**config.mk**
```make
export PLATFORM = sky130hd
export DESIGN_NAME = weight_stability_detector
export DESIGN_NICKNAME = d
export VERILOG_FILES = /design/src/rtl/wsd_pkg.sv /design/src/rtl/wsd_div.sv /design/src/rtl/wsd_win.sv /design/src/rtl/weight_stability_detector.sv
export SDC_FILE = /design/constraint.sdc
export NUM_CORES = 1
export LEC_CHECK = 0
export BUFFER_PORTS_ARGS = -buffer_cell sky130_fd_sc_hd__buf_2
export CAP_MARGIN = 20
export CELL_PAD_IN_SITES_DETAIL_PLACEMENT = 0
export CELL_PAD_IN_SITES_GLOBAL_PLACEMENT = 1
export CORE_ASPECT_RATIO = 0.5
export CORE_MARGIN = 10
export CORE_UTILIZATION = 45
export DETAILED_ROUTE_END_ITERATION = 10
export HOLD_SLACK_MARGIN = 0.1
export PLACE_DENSITY = 0.85
export SYNTH_ARGS = -nofsm -noshare
export SYNTH_HDL_FRONTEND = slang
export SYNTH_SLANG_ARGS = --single-unit
```
**constraint.sdc**
```tcl
create_clock -name clk -period 5.29 [get_ports clk]
set_input_delay 1.3225 -clock clk [delete_from_list [all_inputs] [get_ports clk]]
set_output_delay 1.3225 -clock clk [all_outputs]
set_load 0.02 [all_outputs]
```
**src/rtl/wsd_pkg.sv**
```systemverilog
// ----------------------------------------------------------------------------
// wsd_pkg
// shared types and constants for the weight stability detector
// ----------------------------------------------------------------------------
package wsd_pkg;

    // input command codes
    localparam logic CMD_SAMPLE = 1'b0;
    localparam logic CMD_START  = 1'b1;

    // result status codes
    localparam logic STATUS_STABLE  = 1'b0;
    localparam logic STATUS_TIMEOUT = 1'b1;

    // configuration register indexes
    localparam int CFG_INDEX_W = 1;
    localparam logic [CFG_INDEX_W-1:0] REG_SAMPLES_PER_BLOCK = 1'b0;
    localparam logic [CFG_INDEX_W-1:0] REG_MAX_SPREAD        = 1'b1;

    // register and field widths
    localparam int SPB_W      = 8;
    localparam int SPREAD_W   = 23;
    localparam int CFG_DATA_W = 23;
    localparam int BLOCKS_W   = 5;

    // register reset values
    localparam logic [SPB_W-1:0]    SPB_RESET    = 8'd10;
    localparam logic [SPREAD_W-1:0] SPREAD_RESET = 23'd200;

    // control from the sequencer to the window ring
    typedef struct packed {
        logic clear;
        logic wr_en;
    } win_ctrl_t;

endpackage

```
**src/rtl/wsd_div.sv**
```systemverilog
// ----------------------------------------------------------------------------
// wsd_div
// iterative signed-by-unsigned divider, one quotient bit per cycle,
// truncates toward zero
// ----------------------------------------------------------------------------
module wsd_div #(
    parameter int DVD_W  = 32,
    parameter int DVS_W  = 8,
    parameter int QUOT_W = 24
) (
    input  logic                     clk,
    input  logic                     rst_n,
    input  logic                     start,
    input  logic signed [DVD_W-1:0]  dividend,
    input  logic        [DVS_W-1:0]  divisor,
    output logic                     done,
    output logic signed [QUOT_W-1:0] quotient
);

    localparam int CNT_W = $clog2(DVD_W);
    localparam logic [CNT_W-1:0] LAST_STEP = CNT_W'(DVD_W - 1);

    logic             busy_reg;
    logic             done_reg;
    logic [CNT_W-1:0] cnt_reg;
    logic             neg_reg;
    logic [DVD_W-1:0] mag_reg;
    logic [DVS_W-1:0] rem_reg;
    logic [DVS_W-1:0] dvs_reg;

    logic [DVS_W:0]   trial;
    logic [DVS_W:0]   diff;
    logic             fits;
    logic [DVD_W-1:0] signed_quot;

    // shared subtract and compare
    assign trial = {rem_reg, mag_reg[DVD_W-1]};
    assign diff  = trial - {1'b0, dvs_reg};
    assign fits  = (trial >= {1'b0, dvs_reg});

    always_ff @(posedge clk or negedge rst_n)
    begin
        if (!rst_n)
        begin
            busy_reg <= 1'b0;
            done_reg <= 1'b0;
            cnt_reg  <= '0;
        end
        else
        begin
            done_reg <= 1'b0;
            if (start)
            begin
                busy_reg <= 1'b1;
                cnt_reg  <= '0;
            end
            else if (busy_reg)
            begin
                cnt_reg <= cnt_reg + 1'b1;
                if (cnt_reg == LAST_STEP)
                begin
                    busy_reg <= 1'b0;
                    done_reg <= 1'b1;
                end
            end
        end
    end

    always_ff @(posedge clk)
    begin
        if (start)
        begin
            neg_reg <= dividend[DVD_W-1];
            mag_reg <= dividend[DVD_W-1] ? DVD_W'(-dividend) : DVD_W'(dividend);
            rem_reg <= '0;
            dvs_reg <= divisor;
        end
        else if (busy_reg)
        begin
            rem_reg <= fits ? diff[DVS_W-1:0] : trial[DVS_W-1:0];
            mag_reg <= {mag_reg[DVD_W-2:0], fits};
        end
    end

    assign signed_quot = neg_reg ? (~mag_reg + 1'b1) : mag_reg;
    assign quotient    = $signed(signed_quot[QUOT_W-1:0]);
    assign done        = done_reg;

endmodule

```
**src/rtl/wsd_win.sv**
```systemverilog
// ----------------------------------------------------------------------------
// wsd_win
// ring of block averages with a one-entry-per-cycle min/max scan
// ----------------------------------------------------------------------------
module wsd_win #(
    parameter int DEPTH  = 5,
    parameter int DATA_W = 24
) (
    input  logic                     clk,
    input  logic                     rst_n,
    input  wsd_pkg::win_ctrl_t       ctrl,
    input  logic signed [DATA_W-1:0] wr_data,
    output logic                     scan_done,
    output logic signed [DATA_W-1:0] lo,
    output logic signed [DATA_W-1:0] hi
);

    import wsd_pkg::*;

    localparam int IDX_W = $clog2(DEPTH);
    localparam logic [IDX_W-1:0] LAST_IDX = IDX_W'(DEPTH - 1);

    logic signed [DATA_W-1:0] win_mem [DEPTH];
    logic        [IDX_W-1:0]  slot_reg;
    logic        [IDX_W-1:0]  idx_reg;
    logic                     scanning_reg;
    logic                     done_reg;
    logic signed [DATA_W-1:0] lo_reg;
    logic signed [DATA_W-1:0] hi_reg;
    logic signed [DATA_W-1:0] rd_data;

    assign rd_data = win_mem[idx_reg];

    // ring storage, cleared on start
    always_ff @(posedge clk)
    begin
        if (ctrl.clear)
        begin
            for (int i = 0; i < DEPTH; i++)
            begin
                win_mem[i] <= '0;
            end
        end
        else if (ctrl.wr_en)
        begin
            win_mem[slot_reg] <= wr_data;
        end
    end

    always_ff @(posedge clk or negedge rst_n)
    begin
        if (!rst_n)
        begin
            slot_reg     <= '0;
            idx_reg      <= '0;
            scanning_reg <= 1'b0;
            done_reg     <= 1'b0;
        end
        else
        begin
            done_reg <= 1'b0;
            if (ctrl.clear)
            begin
                slot_reg     <= '0;
                scanning_reg <= 1'b0;
            end
            else if (ctrl.wr_en)
            begin
                slot_reg     <= (slot_reg == LAST_IDX) ? '0 : slot_reg + 1'b1;
                idx_reg      <= '0;
                scanning_reg <= 1'b1;
            end
            else if (scanning_reg)
            begin
                idx_reg <= idx_reg + 1'b1;
                if (idx_reg == LAST_IDX)
                begin
                    scanning_reg <= 1'b0;
                    done_reg     <= 1'b1;
                end
            end
        end
    end

    // shared min/max compare, first entry seeds both
    always_ff @(posedge clk)
    begin
        if (scanning_reg)
        begin
            if (idx_reg == '0)
            begin
                lo_reg <= rd_data;
                hi_reg <= rd_data;
            end
            else
            begin
                if (rd_data < lo_reg)
                begin
                    lo_reg <= rd_data;
                end
                if (rd_data > hi_reg)
                begin
                    hi_reg <= rd_data;
                end
            end
        end
    end

    assign scan_done = done_reg;
    assign lo        = lo_reg;
    assign hi        = hi_reg;

endmodule

```
**src/rtl/weight_stability_detector.sv**
```systemverilog
// ----------------------------------------------------------------------------
// weight_stability_detector
// settles a stream of load-cell samples into one stable weight per measurement
// ----------------------------------------------------------------------------
// A start beat (cmd = 1) clears the ring of WINDOW_DEPTH block averages to
// zero and begins a measurement; its sample is ignored. Each sample beat
// while measuring is added to a running sum; every samples_per_block samples
// (0 counts as 1) the sum is divided by the count, truncating toward zero,
// and the average is written into the ring. The ring's min and max, zero
// entries included, are then found; if max - min < max_spread the block
// returns floor((min + max) / 2) with status 0, otherwise after MAX_ATTEMPTS
// blocks it returns the latest average with status 1. Either result ends the
// measurement, and sample beats are ignored until the next start. A start
// beat or a sample that does not close a block is taken without a stall. A
// sample that closes a block is accepted, then the bit-serial divider forms
// the average, the average is written into the ring, the ring is scanned,
// and the sequencer sees the scan end and decides; in_stall is high after
// the accept until the decision, so the next beat waits for all of these
// steps. The result sits in an output register, so a new block may start
// while it waits to be taken; a later result waits for it, and in_stall
// stays high meanwhile.
// Configuration writes take effect at once and belong between beats.
// ----------------------------------------------------------------------------
module weight_stability_detector #(
    parameter int WINDOW_DEPTH = 5,
    parameter int MAX_ATTEMPTS = 30,
    parameter int SAMPLE_BITS  = 24
) (
    input  logic                                 clk,
    input  logic                                 rst_n,
    // configuration
    input  logic                                 cfg_wr_en,
    input  logic [wsd_pkg::CFG_INDEX_W-1:0]      cfg_index,
    input  logic [wsd_pkg::CFG_DATA_W-1:0]       cfg_wr_data,
    // input channel
    input  logic                                 in_valid,
    output logic                                 in_stall,
    input  logic                                 cmd,
    input  logic signed [SAMPLE_BITS-1:0]        sample_value,
    // output channel
    output logic                                 out_valid,
    input  logic                                 out_stall,
    output logic signed [SAMPLE_BITS-1:0]        weight_out,
    output logic                                 status,
    output logic [wsd_pkg::BLOCKS_W-1:0]         blocks_used
);

    import wsd_pkg::*;

    localparam int SUM_W = SAMPLE_BITS + SPB_W;
    localparam int CMP_W = (SAMPLE_BITS + 2 > SPREAD_W + 1) ? SAMPLE_BITS + 2 : SPREAD_W + 1;
    localparam logic [BLOCKS_W-1:0] ATTEMPT_LIMIT = BLOCKS_W'(MAX_ATTEMPTS);

    // sequencer states
    localparam int ST_W = 2;
    localparam logic [ST_W-1:0] ST_IDLE   = 2'd0;
    localparam logic [ST_W-1:0] ST_DIV    = 2'd1;
    localparam logic [ST_W-1:0] ST_SCAN   = 2'd2;
    localparam logic [ST_W-1:0] ST_DECIDE = 2'd3;

    // configuration registers
    logic [SPB_W-1:0]    spb_reg;
    logic [SPREAD_W-1:0] spread_lim_reg;

    // measurement state
    logic [ST_W-1:0]         state_reg,    state_next;
    logic                    measuring_reg, measuring_next;
    logic signed [SUM_W-1:0] sum_reg,      sum_next;
    logic [SPB_W-1:0]        count_reg,    count_next;
    logic [BLOCKS_W-1:0]     attempt_reg,  attempt_next;
    logic signed [SAMPLE_BITS-1:0] avg_reg, avg_next;

    // output register
    logic                          out_valid_reg,  out_valid_next;
    logic signed [SAMPLE_BITS-1:0] weight_reg,     weight_next;
    logic                          status_reg,     status_next;
    logic [BLOCKS_W-1:0]           blocks_reg,     blocks_next;

    // datapath
    logic                          in_beat;
    logic                          out_free;
    logic signed [SUM_W-1:0]       sum_add;
    logic [SPB_W-1:0]              count_inc;
    logic [SPB_W-1:0]              block_len;
    logic                          div_start;
    logic                          div_done;
    logic signed [SAMPLE_BITS-1:0] div_quot;
    win_ctrl_t                     win_ctrl;
    logic                          scan_done;
    logic signed [SAMPLE_BITS-1:0] win_lo;
    logic signed [SAMPLE_BITS-1:0] win_hi;
    logic signed [CMP_W-1:0]       spread;
    logic signed [CMP_W-1:0]       spread_lim;
    logic                          is_stable;
    logic                          is_timeout;
    logic signed [SAMPLE_BITS:0]   mid_sum;
    logic signed [SAMPLE_BITS:0]   mid_half;

    assign in_beat   = in_valid && !in_stall;
    assign out_free  = !out_valid_reg || !out_stall;
    assign sum_add   = sum_reg + SUM_W'(sample_value);
    assign count_inc = count_reg + 1'b1;
    assign block_len = (spb_reg == '0) ? SPB_W'(1) : spb_reg;

    // stability test and midpoint on the scanned extremes
    assign spread     = CMP_W'(win_hi) - CMP_W'(win_lo);
    assign spread_lim = $signed(CMP_W'(spread_lim_reg));
    assign is_stable  = (spread < spread_lim);
    assign is_timeout = (attempt_reg >= ATTEMPT_LIMIT);
    assign mid_sum    = (SAMPLE_BITS + 1)'(win_lo) + (SAMPLE_BITS + 1)'(win_hi);
    assign mid_half   = mid_sum >>> 1;

    // configuration writes
    always_ff @(posedge clk or negedge rst_n)
    begin
        if (!rst_n)
        begin
            spb_reg        <= SPB_RESET;
            spread_lim_reg <= SPREAD_RESET;
        end
        else if (cfg_wr_en)
        begin
            unique case (cfg_index)
                REG_SAMPLES_PER_BLOCK: spb_reg        <= cfg_wr_data[SPB_W-1:0];
                REG_MAX_SPREAD:        spread_lim_reg <= cfg_wr_data[SPREAD_W-1:0];
                default:               ;
            endcase
        end
    end

    // sequencer
    always_comb
    begin
        state_next     = state_reg;
        measuring_next = measuring_reg;
        sum_next       = sum_reg;
        count_next     = count_reg;
        attempt_next   = attempt_reg;
        avg_next       = avg_reg;
        out_valid_next = out_valid_reg && out_stall;
        weight_next    = weight_reg;
        status_next    = status_reg;
        blocks_next    = blocks_reg;
        div_start      = 1'b0;
        win_ctrl       = '0;

        unique case (state_reg)
            ST_IDLE:
            begin
                if (in_beat)
                begin
                    if (cmd == CMD_START)
                    begin
                        win_ctrl.clear = 1'b1;
                        sum_next       = '0;
                        count_next     = '0;
                        attempt_next   = '0;
                        measuring_next = 1'b1;
                    end
                    else if (measuring_reg)
                    begin
                        if (count_inc >= block_len)
                        begin
                            // block closes: divide the full sum
                            div_start  = 1'b1;
                            sum_next   = '0;
                            count_next = '0;
                            state_next = ST_DIV;
                        end
                        else
                        begin
                            sum_next   = sum_add;
                            count_next = count_inc;
                        end
                    end
                end
            end
            ST_DIV:
            begin
                if (div_done)
                begin
                    avg_next       = div_quot;
                    win_ctrl.wr_en = 1'b1;
                    attempt_next   = attempt_reg + 1'b1;
                    state_next     = ST_SCAN;
                end
            end
            ST_SCAN:
            begin
                if (scan_done)
                begin
                    state_next = ST_DECIDE;
                end
            end
            ST_DECIDE:
            begin
                if (is_stable || is_timeout)
                begin
                    // hold until the output register can take the beat
                    if (out_free)
                    begin
                        out_valid_next = 1'b1;
                        weight_next    = is_stable ? mid_half[SAMPLE_BITS-1:0] : avg_reg;
                        status_next    = is_stable ? STATUS_STABLE : STATUS_TIMEOUT;
                        blocks_next    = attempt_reg;
                        measuring_next = 1'b0;
                        state_next     = ST_IDLE;
                    end
                end
                else
                begin
                    state_next = ST_IDLE;
                end
            end
            default:
            begin
                state_next = ST_IDLE;
            end
        endcase
    end

    always_ff @(posedge clk or negedge rst_n)
    begin
        if (!rst_n)
        begin
            state_reg     <= ST_IDLE;
            measuring_reg <= 1'b0;
            sum_reg       <= '0;
            count_reg     <= '0;
            attempt_reg   <= '0;
            out_valid_reg <= 1'b0;
        end
        else
        begin
            state_reg     <= state_next;
            measuring_reg <= measuring_next;
            sum_reg       <= sum_next;
            count_reg     <= count_next;
            attempt_reg   <= attempt_next;
            out_valid_reg <= out_valid_next;
        end
    end

    always_ff @(posedge clk)
    begin
        avg_reg    <= avg_next;
        weight_reg <= weight_next;
        status_reg <= status_next;
        blocks_reg <= blocks_next;
    end

    // bit-serial divider for the block average
    wsd_div #(
        .DVD_W  (SUM_W),
        .DVS_W  (SPB_W),
        .QUOT_W (SAMPLE_BITS)
    ) u_div (
        .clk      (clk),
        .rst_n    (rst_n),
        .start    (div_start),
        .dividend (sum_add),
        .divisor  (block_len),
        .done     (div_done),
        .quotient (div_quot)
    );

    // ring of block averages and min/max scan
    wsd_win #(
        .DEPTH  (WINDOW_DEPTH),
        .DATA_W (SAMPLE_BITS)
    ) u_win (
        .clk       (clk),
        .rst_n     (rst_n),
        .ctrl      (win_ctrl),
        .wr_data   (div_quot),
        .scan_done (scan_done),
        .lo        (win_lo),
        .hi        (win_hi)
    );

    assign in_stall    = (state_reg != ST_IDLE);
    assign out_valid   = out_valid_reg;
    assign weight_out  = weight_reg;
    assign status      = status_reg;
    assign blocks_used = blocks_reg;

    // divider finishes only while the sequencer waits for it
    a_div_in_div: assert property (@(posedge clk) disable iff (!rst_n)
        div_done |-> state_reg == ST_DIV)
        else $error("divider done outside divide state");

    // scan finishes only while the sequencer waits for it
    a_scan_in_scan: assert property (@(posedge clk) disable iff (!rst_n)
        scan_done |-> state_reg == ST_SCAN)
        else $error("scan done outside scan state");

    // a new result ends the measurement
    a_result_ends: assert property (@(posedge clk) disable iff (!rst_n)
        $rose(out_valid_reg) |-> !measuring_reg && state_reg == ST_IDLE)
        else $error("result issued while still measuring");

    // blocks_used stays within the attempt limit
    a_blocks_range: assert property (@(posedge clk) disable iff (!rst_n)
        out_valid_reg |-> blocks_reg != '0 && blocks_reg <= ATTEMPT_LIMIT)
        else $error("blocks_used out of range");

endmodule

```
==> impl_metrics.yaml, run 1 <==
drt:
  wl_per_cell_um: 19.3
  firstDrtPassIters: 5
  dr_total_vias: 16800
  antenna_left: 0
  first_iter_violations: 1495
  routed_wl_um: 58200
  via_per_inst: 5.55
  drc: 0
floorplan:
  start_util_pct: 45.8
  die_h_um: 186
  die_x_um: 352
  fp-row-count: 60
  io_pins: 86
  die-area_um2: 65400
  fp.coreArea_um2: 54100
logic_synthesis:
  ys_seq_elements: 438
  synth_edf_count: 335
  ys_top_cells_by_area: "edfxtp_1 (41%), dfrtp_1 (9.1%), ha_1 (9.0%)"
  synth_flop_cell: "edfxtp_1"
  yosysWarnings: 0
  ys_types: 98
  async_reset_ff_share_pct: 21.7
  synth_top_area_share_pct: 40.6
  synth_top_area_cell: "edfxtp_1"
  ys_seq_area_share_pct: 50.9
  syn_area_per_cell_um2: 11.3
  syn-num-nets: 2429
  synth_cells: 2192
  syn_area_um2: 24800
critical_path:
  critPathKind: "reg2reg"
  arrival_ns: 5.30
  worstSetupStartpointType: "flip-flop"
  reg2reg_depth: 23
  crit_path_end_kind: "flip-flop"
  ff2ff_setup_slack_ns: 0.30
  path_max_fanout: 21
  cp.required_ns: 5.59
clocking:
  clock_tree.root_cell: "clkbuf_16"
  clock_latency_ns: 0.56
  clk_pin_slew_ns: 0.07
  cts_buffer_depth: 3
  htreeDepth: 2
  cts_tree: "built"
  ctsHoldBuffers: 0
  postCtsSetupBuffers: 0
  clock_sinks: 438
  numCtsBuffers: 42
sta:
  hold_viol: 0
  clock-skew-final_ns: 0.0180
  setup_viol: 0
  min_period_ns: 4.99
  max_clock_freq_mhz: 200
  relSlewSlack_pct: 33.3
  fin_crit_sh_pct: 94.3
  worstMarginPinSlew_ns: 1.00
  maxSlewViolCount: 0
grt:
  grt_pass1_wl_um: 93000
  grt_pass1_vias: 16700
  gr-total-overflow: 0
  track_usage_pct: 17.8
  grt_max_degree: 66
  grt_antenna_before_repair: 2
pwr:
  p_comb_share_pct: 28.7
  clkPwrFrac_pct: 29.3
  finalPower_uw: 10400
  ir_drop_v: 0.000237
  switching_share_pct: 32.7
  pwr-share-seq_pct: 42.0
  power.density_nw_per_um2: 379
  power.switching_uw: 3420
  leakage_uw: 0.0112
  p_int_uw: 7030
placed_design:
  place.port_buffers: 85
  gp_congestion: 0.879
  place_hpwl_um: 43100
  dpl_cell_area_um2: 26100
layout:
  final_cell_mix: "edfxtp_1 (335), nor2_1 (241), ha_1 (179)"
  drive_gt1_share_pct: 15.6
  final_area_um2: 27600
  largest_register_ffs: 192
  area_growth_pct: 11.4
  diodes: 0
  final_common_cell: "edfxtp_1"
  layout.nets: 2514
  fillers: 4672
hold_path:
  min_path_type: "reg2reg"
  hold_depth: 2
status:
  outcome: "finished clean"
job:
  cap_violations: 0
==> path summary, 6_finish.rpt <==
path / start / endpoint
setup / recovery: u_win.hi[0]$_DFFE_PP_ / weight_out[10]$_DFFE_PP_
hold / removal: u_div.rem_reg[7]$_SDFFE_PP0P_ / u_div.rem_reg[7]$_SDFFE_PP0P_
max in group asynchronous: rst_n / sum_reg[30]$_DFFE_PN0P_
setup reg to reg: u_win.hi[0]$_DFFE_PP_ / weight_out[10]$_DFFE_PP_
min in group asynchronous: rst_n / count_reg[6]$_DFFE_PN0P_
hold reg to reg: u_div.rem_reg[7]$_SDFFE_PP0P_ / u_div.rem_reg[7]$_SDFFE_PP0P_
==> synthesized netlist by cell type (all sizes together) (9+ instances only) <==
cell	number
nand2b	25
a22o	26
inv	163
or3	19
mux2	52
edfxtp	335
nor2	243
a21oi	117
nor3	33
nor4	10
mux2i	9
xor2	55
nand3	29
o21a	13
clkbuf	69
o31ai	16
buf	26
a31oi	16
o21ai	134
o211ai	11
xnor2	67
nand2	153
a211oi	18
dfrtp	90
a21o	33
mux4	48
nor2b	29
and3	12
nand4	19
o21bai	17
ha	179
==> worst max-delay path: stages, from the launching register on <==
cell and delay [ns]:
edfxtp_1 0.39, inv_1 0.07, ha_1 0.19, fa_1 0.26, nor2b_2 0.07, o21ai_2 0.23
a31oi_4 0.13, a21oi_2 0.26, nor4_4 0.08, o31ai_2 0.32, nor2_1 0.10, or2_2 0.29
xor2_1 0.15, ha_1 0.31, nand4_1 0.15, nor4_2 0.21, o221ai_1 0.20, a41oi_2 0.21
nor4_1 0.08, mux2i_1 0.19, nand4_2 0.18, buf_12 0.19, buf_4 0.21, mux2_2 0.29
==> cells by family after synthesis <==
| family | after synthesis | share of synthesized area (%) |
|---|---|---|
| AND/OR/NAND/NOR | 613 | 11.6 |
| AO/OA/AOI/OAI | 467 | 12.5 |
| flip-flops | 438 | 50.9 |
| buffers and inverters | 260 | 4.12 |
| adder cells (fa/ha/maj) | 183 | 9.37 |
| XOR/XNOR | 122 | 4.38 |
| multiplexers | 109 | 7.11 |
==> stage by stage <==
stage / setup TNS [ns] / setup WS [ns] / cells / util (%) / hold WS, ns
detailed placement: -2.08 / -0.101 / 2943 / 48.3 / 0.443
global placement: 0 / 0.0836 / 2942 / 48.3 / 0.432
global route: -0.0255 / -0.0115 / 3021 / 51.0 / 0.485
floorplan: 0 / 0.117 / 2192 / - / 0.432
finish: 0 / 0.299 / 3021 / 51.0 / 0.461
CTS: 0 / 0.0128 / 3018 / 50.9 / 0.467
==> power groups by stage <==
stage	combinational, µW	clock (µW)	sequential, µW
6_report	3000	3060	4390
5_1_grt	3360	3250	4430
4_1_cts	2980	3100	4390
3_5_place_dp	2960	0	4450
3_3_place_gp	2900	0	4440
2_1_floorplan	2190	0	4420
==> layer usage <==
metal | track usage (%) | vias up | share of wire, %
li1 | - | 8146 | -
met1 | 25.7 | 8095 | 47
met2 | 27.7 | 428 | 44
met3 | 2.65 | 89 | 5.9
met4 | 4.39 | 4 | 2.2
met5 | 0 | - | 0.046
==> what timing repair did <==
action                     in CTS  in global routing
setup endpoints to repair      54                 58
resized for setup               4                  7
pin swaps                       0                  2
==> cell type report <==
type / count / area (µm²) / area share (%)
Clock buffer: 54 / 1170 / 4.24
Clock inverter: 21 / 205 / 0.744
Inverter: 165 / 619 / 2.24
Multi-Input combinational cell: 1494 / 11200 / 40.7
Sequential cell: 438 / 12600 / 45.7
Tap cell: 713 / 892 / 3.23
Timing Repair Buffer: 136 / 876 / 3.17
Power figures use the tool's default switching activity.
==> run 2, diff against run 1 <==
Settings changed: ABC_AREA from default to 1, CORE_UTILIZATION 45 to 44, PLACE_DENSITY 0.85 to 0.87.
==> run 2 against run 1 <==
Worst hold slack improved by 0.031 ns. Die area up 6.7%. Via count grew 25%. Clock skew grew 0.0013 ns. Critical path depth is the same. Sequential share of layout area shrank 2.0 points. Sequential power grew 4.6%. Final area is 4.5% higher. First-iteration DRC count rose by 36%. Clock power up 4%. Utilization fell by 1.2 points. Synthesized cell count rose by 38%. Critical path type unchanged. Largest cell class unchanged. Largest power group unchanged.
==> impl_metrics.yaml, run 2 <==
layout:
  layout.nets: 3339
  multi_input_area_um2: 11500
  area_growth_pct: 11.0
  seq_area_um2: 12600
  fillers: 5397
  diodes: 0
  drive_gt1_share_pct: 9.03
  largest_register_ffs: 192
  final_common_cell: "nand2_1"
  final_cell_mix: "nand2_1 (555), nor2_1 (453), inv_1 (377)"
floorplan:
  fp-row-count: 62
  die_h_um: 192
  fp.coreArea_um2: 57900
  die_x_um: 364
  io_pins: 86
  start_util_pct: 44.9
  die-area_um2: 69700
logic_synthesis:
  ys_top_cells_by_area: "edfxtp_1 (39%), dfrtp_1 (8.7%), ha_1 (8.6%)"
  async_reset_ff_share_pct: 21.7
  synth_flop_cell: "edfxtp_1"
  synth_edf_count: 335
  synth_top_area_cell: "edfxtp_1"
  synth_top_area_share_pct: 38.7
  synth_top_cells_by_count: "nand2_1 (555), nor2_1 (454), inv_1 (377), edfxtp_1 (335), o21ai_0 (234)"
  yosysWarnings: 0
  ys_seq_area_share_pct: 48.5
  ys_seq_elements: 438
  syn-num-nets: 3266
  synth_cells: 3029
  yosysMostFrequentCell: "nand2_1"
  syn_area_per_cell_um2: 8.57
  syn_area_um2: 26000
  ys_types: 56
status:
  outcome: "finished clean"
grt:
  grt_max_degree: 98
  grt.busiest_layer: "met2"
  gr-total-overflow: 0
  grt_antenna_before_repair: 0
  grt_pass1_wl_um: 112000
  track_usage_pct: 20.1
  grt_pass1_vias: 20100
  grt.met2_usage_pct: 32.4
  met1_usage_pct: 28.3
  use_met3_pct: 2.65
placed_design:
  gp_congestion: 0.928
  place.port_buffers: 85
  pre_cts_ws_ns: 0.676
  place_hpwl_um: 52500
sta:
  setup_viol: 0
  max_clock_freq_mhz: 213
  setup_tns_ns: 0
  timing.final.ws_setup_ns: 0.605
  relSlewSlack_pct: 31.6
  hold_viol: 0
  holdWs_ns: 0.492
  worstMarginPinSlew_ns: 1.03
  maxSlewViolCount: 0
  min_period_ns: 4.69
  clock-skew-final_ns: 0.0193
  fin_crit_sh_pct: 88.6
  rsz0062_at_grt: "false"
clocking:
  htreeDepth: 2
  clock_sinks: 438
  numCtsBuffers: 42
  ctsHoldBuffers: 0
  postCtsSetupBuffers: 0
  cts-resized-gates: 0
  cts_tree: "built"
  cts_buffer_depth: 3
  clk_pin_slew_ns: 0.06
  clock_tree.root_cell: "clkbuf_16"
  clock_latency_ns: 0.56
hold_path:
  min_path_type: "reg2reg"
pwr:
  leakage_uw: 0.0128
  power.density_nw_per_um2: 395
  clkPwrFrac_pct: 27.8
  pwr-share-seq_pct: 40.3
  switching_share_pct: 36.7
  p_int_uw: 7210
  power.switching_uw: 4170
  p_comb_share_pct: 31.9
  ir_drop_v: 0.000219
job:
  cap_violations: 0
drt:
  wl_per_cell_um: 18.3
  antenna_left: 0
  dr_total_vias: 21000
  drc: 0
  first_iter_violations: 2036
  via_per_inst: 5.38
  routed_wl_um: 71400
  firstDrtPassIters: 6
critical_path:
  cp.required_ns: 5.57
  crit_path_end_kind: "flip-flop"
  path_cells: "ha_1, fa_1, nand3b_1, nand2_1, inv_1, o21a_1, o21ai_2, a21boi_0, o21ai_1, a21oi_1, o21ai_1, xor2_1, ha_1, nand2_1, nor2_1, a211oi_1, nand2_1, nand2_1, nand3_1, nand2_2, inv_2, nand2_1, o21ai_0"
  arrival_ns: 4.96
  cp_common_cell: "nand2_1"
  critPathSlowestCell: "edfxtp_1"
  path_max_fanout: 40
  worstSetupStartpointType: "flip-flop"
  critPathKind: "reg2reg"
  cp_slowest_stage_delay_ns: 0.44
run 2: final cells by class:
type	count	area share (%)
sequential	438	43.7
inverter	392	5.11
tap	768	3.33
multi-input combinational	2094	39.8
timing repair buffer	134	3.00
clock buffer	57	4.23
clock inverter	20	0.794
run 2: cell families after synthesis:
kind of cell	after synthesis	share of synthesized area [%]
AO/OA/AOI/OAI	523	11.0
adder cells (fa/ha/maj)	183	8.93
AND/OR/NAND/NOR	1308	21.2
flip-flops	438	48.5
XOR/XNOR	80	2.81
buffers and inverters	497	7.44
run 2: worst paths after layout:
| check | startpoint | endpoint | slack [ns] | depth (start not counted) |
|---|---|---|---|---|
| max | u_win.lo[0]$_DFFE_PP_ | weight_out[7]$_DFFE_PP_ | 0.60 | 23 |
| min | spread_lim_reg[4]$_DFFE_PN0P_ | spread_lim_reg[4]$_DFFE_PN0P_ | 0.49 | 2 |
| max reg2reg | u_win.lo[0]$_DFFE_PP_ | weight_out[7]$_DFFE_PP_ | 0.60 | 23 |
| min reg2reg | spread_lim_reg[4]$_DFFE_PN0P_ | spread_lim_reg[4]$_DFFE_PN0P_ | 0.49 | 2 |
| max in group asynchronous | rst_n | sum_reg[16]$_DFFE_PN0P_ | 3.41 | 2 |
| min in group asynchronous | rst_n | sum_reg[6]$_DFFE_PN0P_ | 0.86 | 1 |
run 2: power groups by stage:
stage	Clock (µW)	Sequential, µW	Combinational, µW
6_report	3170	4590	3630
5_1_grt	3360	4640	4130
4_1_cts	3220	4580	3610
3_5_place_dp	0	4650	3600
3_3_place_gp	0	4640	3540
2_1_floorplan	0	4580	2620
run 2: metal layers:
layer / up-vias / share of wire, %
li1: 10300 / -
met1: 9888 / 46
met3: 133 / 6.6
met5: - / 0
met4: 0 / 2.4
met2: 711 / 45
run 2: worst max-delay path: cells and delay by family (launching register included):
kind / cells / cell delay (ns)
simple gates: 9 / 1.12
xor+xnor: 1 / 0.18
flops: 1 / 0.44
fa+ha+maj: 3 / 0.91
buf+inv: 2 / 0.34
compound gates: 8 / 1.40
run 2: stage by stage:
stage,util (%),instances,total power [µW],area (µm²)
2_1_floorplan,-,3029,7200,26000
3_3_place_gp,47.3,3825,8180,27300
3_5_place_dp,47.3,3825,8240,27300
4_1_cts,49.8,3902,11400,28800
5_1_grt,49.8,3903,12100,28800
6_report,49.8,3903,11400,28800
